<file path="config.mk">
export PLATFORM = sky130hd
export DESIGN_NAME = scc_entry_eval
export DESIGN_NICKNAME = d
export VERILOG_FILES = /design/src/rtl/sector_cache_clock_replacement_defines.svh /design/src/rtl/scc_pkg.sv /design/src/rtl/scc_entry_eval.sv
export SDC_FILE = /design/constraint.sdc
export NUM_CORES = 1
export LEC_CHECK = 0
export BUFFER_PORTS_ARGS = -buffer_cell sky130_fd_sc_hd__buf_2
export CAP_MARGIN = 20
export CORE_AREA = 2 2 113 115
export DETAILED_ROUTE_END_ITERATION = 16
export DIE_AREA = 0 0 115 117
export PLACE_DENSITY_LB_ADDON = 0.3
export SLEW_MARGIN = 20
export SYNTH_ARGS = -nofsm -noshare
export SYNTH_HDL_FRONTEND = slang
export SYNTH_SLANG_ARGS = --single-unit
</file>
<file path="constraint.sdc">
create_clock -name vclk -period 1.6
set_clock_uncertainty 0.2 [all_clocks]
set_input_delay 0.16 -clock vclk [all_inputs]
set_output_delay 0.16 -clock vclk [all_outputs]
set_load 0.02 [all_outputs]
</file>
<file path="src/rtl/sector_cache_clock_replacement_defines.svh">
// Assertion macros for the sector cache with clock replacement.
// Included by files that carry concurrent assertions; needs clk and arst_n in scope.
`ifndef SECTOR_CACHE_CLOCK_REPLACEMENT_DEFINES_SVH
`define SECTOR_CACHE_CLOCK_REPLACEMENT_DEFINES_SVH

// A condition that must hold at every clock edge out of reset.
`define SCC_ASSERT_ALWAYS(name, expr, msg) \
	name: assert property (@(posedge clk) disable iff (!arst_n) (expr)) else $error(msg);

// A condition that must hold whenever a precondition holds.
`define SCC_ASSERT_IMPLY(name, pre, post, msg) \
	name: assert property (@(posedge clk) disable iff (!arst_n) (pre) |-> (post)) else $error(msg);

`endif

</file>
<file path="src/rtl/scc_pkg.sv">
// Package for the sector cache with clock replacement: beat types, codes, state encoding.
// No dependencies; used by the entry evaluation unit and the top level.
package scc_pkg;

	localparam int SECTOR_W = 32;
	localparam int PIN_W    = 8;
	localparam int SLOT_W   = 6;

	localparam logic [PIN_W-1:0] PIN_MAX = '1;

	typedef enum logic [1:0] {
		CMD_GET     = 2'd0,
		CMD_RELEASE = 2'd1,
		CMD_FLUSH   = 2'd2
	} cmd_t;

	typedef enum logic [1:0] {
		STAT_OK        = 2'd0,
		STAT_NO_VICTIM = 2'd1,
		STAT_ABSENT    = 2'd2
	} stat_t;

	typedef struct packed {
		logic [1:0]          command;
		logic [SECTOR_W-1:0] sector;
		logic                mark_dirty;
		logic                invalidate_all;
	} req_t;

	typedef struct packed {
		logic [SLOT_W-1:0]   slot;
		logic                hit;
		logic                fetch_needed;
		logic                writeback_valid;
		logic [SECTOR_W-1:0] writeback_sector;
		logic [1:0]          status;
		logic                last;
	} rsp_t;

	// One cache entry as it sits in the entry memory.
	typedef struct packed {
		logic [SECTOR_W-1:0] tag;
		logic [PIN_W-1:0]    pin;
		logic                dirty;
		logic                acc;
	} entry_t;

	// Everything the sequencer needs to know about one entry read back.
	typedef struct packed {
		logic   tag_eq;
		logic   pinned;
		entry_t get_hit;
		entry_t unpin;
		entry_t acc_clr;
		entry_t dirty_clr;
		entry_t fresh;
	} eval_t;

	typedef enum logic [2:0] {
		S_IDLE,
		S_LOOKUP,
		S_CLOCK,
		S_RESP,
		S_FL_RD,
		S_FL_EV,
		S_FL_END
	} fsm_t;

endpackage

</file>
<file path="src/rtl/scc_entry_eval.sv">
// Shared evaluation unit: compares one entry read from memory and forms its updated words.
// Depends on scc_pkg for entry_t and eval_t.
module scc_entry_eval import scc_pkg::*; (
	input  entry_t              entry,
	input  logic [SECTOR_W-1:0] sector,
	input  logic                mark_dirty,
	output eval_t               ev
);

	always_comb begin
		ev.tag_eq = (entry.tag == sector);
		ev.pinned = (entry.pin != '0);

		// Pin counts saturate at the top instead of wrapping.
		ev.get_hit       = entry;
		ev.get_hit.pin   = (entry.pin == PIN_MAX) ? entry.pin : entry.pin + PIN_W'(1);
		ev.get_hit.dirty = entry.dirty | mark_dirty;
		ev.get_hit.acc   = 1'b1;

		ev.unpin     = entry;
		ev.unpin.pin = ev.pinned ? entry.pin - PIN_W'(1) : entry.pin;

		ev.acc_clr     = entry;
		ev.acc_clr.acc = 1'b0;

		ev.dirty_clr       = entry;
		ev.dirty_clr.dirty = 1'b0;

		ev.fresh.tag   = sector;
		ev.fresh.pin   = PIN_W'(1);
		ev.fresh.dirty = mark_dirty;
		ev.fresh.acc   = 1'b1;
	end

endmodule

</file>
After elaboration in Yosys (flattened, before gate mapping). Cells that the tools add are included.

Register bits: 0. Input bits: 75. Output and inout bits: 212. Word-level logic and storage cells: 8.

$add $sub $neg: 2. Eq/ne operators: 2. Mux-type cells: 2. Bitwise logic cells: 1. Reductions and logical operators: 1.

Operators with widths (count): == test 32 bit (1); 2-to-1 mux 8 bit (2); adder 8 x 1 -> 8 bit, second input constant (1); == test 8 bit, second input constant (1); nonzero test 8 bit (1); subtractor 8 x 1 -> 8 bit, second input constant (1); OR 1 bit (1).

Logic depth before layout (Yosys ltp).
Depth after elaboration: 2. Gate-level depth with buffers: 7. Gate-level depth less buffers: 6.

Worst setup path after synthesis. No wires, ideal clock.

Kind: input-to-output. Start point: input entry[7] (netlist bit). End point: output ev[129] (netlist bit). Arrival time: 1.339 ns. Data required time: 1.240 ns. Path slack: -0.099 ns. Stages: 6. Buffers on the path: 2. Cells stage by stage: buf_2 > nor3_1 > and3_1 > buf_2 > inv_1 > a21oi_1.

RTL lines: start: declaration (line scc_entry_eval.sv:4) `input entry_t entry,`; end: declaration (line scc_entry_eval.sv:7) `output eval_t ev`.

==> metrics.yaml <==
power_and_ir_drop:
  peakVddDrop_mv: 0.1347
  switching_share_pct: 61.10
  power_density_nw_per_um2: 369.8
  switchingPower_uw: 664.3
  p_seq_share_pct: 0
  p_int_uw: 422.9
  leakage_nw: 1.720
  p_clk_share_pct: 0
  combPwrFrac_pct: 100.0
synthesis:
  synth.most_common_cell: "buf_4"
  avgSynthCellArea_um2: 7.380
  synth_cell_types: 28
  synth.top_cell.area_share_pct: 66.32
  synthTopCellsByArea: "buf_4 (66%), xor2_1 (14%), xnor2_1 (2.4%)"
  synth_area_um2: 2185
  yosysTopAreaCell: "buf_4"
  yosys-top-cells-count: "buf_4 (193), xor2_1 (34), nor2_1 (9)"
  synthCells: 296
  yosysSeqAreaShare_pct: 0
  ys_warn_count: 0
layout:
  area_growth_pct: 34.59
  diodes: 0
  fin_area_um2: 2940
  nNetsFinal: 514
  clkbuf_count: 0
  seq_cells: 0
  seq_area_um2: 0
  layout.cells.non_filler: 585
  drive_gt1_share_pct: 80.69
place:
  place_ws_ns: -0.2716
  dpl-instance-area_um2: 2643
  dp.cells: 577
  gp_congestion: 0.7676
  dp_hpwl_mm: 5.201
  port_buffers: 272
sta:
  holdWs_ns: 0.1202
  rsz0062_at_grt: "true"
  max_freq_mhz: 586.1
  fin_tns_setup_ns: -0.2364
  final.period_utilization_pct: 106.6
  slew_violations: 0
  post-route-min-period_ns: 1.706
  setup_violations: 3
  hold_violations: 0
  setup_slack_ns: -0.1062
floorplan:
  chipHeight_um: 117
  ios: 287
  fp.dieW_um: 115
  start_util_pct: 17.74
  coreArea_um2: 12310
  core.rowCount: 41
  fp.dieArea_um2: 13460
worst_setup_path:
  crit_required_ns: 1.24
  critical_path.max_stage_delay_ns: 0.34
  cp_slowest_cell: "or3_4"
  worstPathMaxFanout: 4
  cp-start-kind: "primary input"
  crit_path_cell_trace: "buf_8 > nor3_4 > nand3_2 > or3_4 > mux2_4 > buf_6"
  path_class: "primary input to output pin"
  worstSetupEndpointType: "output pin"
  critical_path_arrival_ns: 1.35
route:
  drtPass1Iterations: 4
  drt_iter0_drc: 43
  wire_per_inst_um: 10.03
  ant_nets: 0
  vias_per_cell: 3.532
  vias: 2066
  wirelength_mm: 5.867
  drcViolationCount: 0
global_routing:
  grt_pass1_vias: 1511
  antenna_found_initial: 0
  grtUsageTotal_pct: 6.436
  grt_pass1_wl_mm: 7.148
  grt-ovfl-total: 0
  grt_max_degree: 9
run:
  maxCapViolations: 0
run_status:
  status: "finished with violations"
  violations: "negative setup slack"
min_path:
  worstHoldPathCells: 0
  worstHoldPathType: "primary input to output pin"
clock_tree:
  cts_hold_buf: 0
## power groups by stage
stage	Combinational (mW)	Clock (mW)	Sequential, mW
2_1_floorplan	0.868	0	0
3_3_place_gp	1.02	0	0
3_5_place_dp	1.02	0	0
4_1_cts	1.07	0	0
5_1_grt	1.17	0	0
6_report	1.09	0	0
## placed cells by master, fill, tap and decap left out
| cell type | instances |
|---|---|
| buf_6 | 10 |
| or4b_4 | 1 |
| conb_1 | 12 |
| nor4_4 | 1 |
| or2_2 | 1 |
| nand3_2 | 1 |
| nor2_1 | 7 |
| mux2_4 | 2 |
| nand2_2 | 2 |
| a21o_1 | 1 |
| ha_4 | 2 |
| xor2_1 | 33 |
| nor3_2 | 1 |
| mux2i_1 | 1 |
| inv_1 | 1 |
| a21oi_2 | 1 |
| inv_4 | 1 |
| nand3_1 | 2 |
| nand2_1 | 5 |
| nor4_1 | 7 |
| and3_4 | 5 |
| buf_12 | 2 |
| nor2_2 | 2 |
| or3_4 | 1 |
| a21oi_1 | 1 |
| nand4_4 | 1 |
| buf_8 | 2 |
| xnor2_1 | 6 |
| nor3_1 | 2 |
| buf_4 | 54 |
| buf_2 | 257 |
| nor3_4 | 1 |
| inv_2 | 2 |
| o21ai_0 | 2 |
| and2_1 | 1 |
| nand4_1 | 3 |
| xor2_4 | 1 |
## timing repair
item / in CTS / in global routing
pin swaps: 10 / 9
endpoints found under the setup margin: 14 / 10
buffers inserted: 4 / 4
endpoints found under the hold margin: 0 / 0
gates resized for setup: 40 / 22
## routing by layer
layer / routed length [µm] / GRT usage, % / up-vias
li1: - / - / 1005
met1: 2130 / 7.850 / 924
met2: 3255 / 13.18 / 137
met3: 481 / 0.2575 / 0
met4: 0 / 0 / 0
met5: 0 / 0 / -
## final cells by class
| class | count | area, µm² |
|---|---|---|
| well taps | 150 | 187.7 |
| inverters | 4 | 17.52 |
| multi-input cells | 106 | 860.8 |
| repair buffers | 325 | 1874 |
| fillers | 1343 | 9371 |
## worst max-delay path, delay by kind of cell
kind	cells	cell delay, ns
and+or+nand+nor	3	0.65
muxes	1	0.31
buffers and inverters	2	0.23
## through the flow
| step | utilization (%) | power [mW] |
|---|---|---|
| after floorplan | - | 0.8680 |
| after global placement | 21.46 | 1.022 |
| after detailed placement | 21.46 | 1.019 |
| after CTS | 22.88 | 1.066 |
| after global routing | 23.88 | 1.172 |
| final | 23.88 | 1.087 |
## final timing paths
check,from,to,slack [ns]
worst max-delay path,entry[6],ev[135],-0.11
worst min-delay path,entry[0],ev[126],0.12
## cell families after synthesis
| family | Yosys count | synth area share, % |
|---|---|---|
| AOI/OAI and AO/OA | 5 | 1.260 |
| xor gates and xnor gates | 40 | 16.04 |
| adders and majority gates | 2 | 1.145 |
| buffers and inverters | 200 | 67.98 |
| muxes | 3 | 1.661 |
| other | 2 | 0.3438 |
| and+or+nand+nor | 44 | 11.57 |
(Power assumes the default switching activity.)
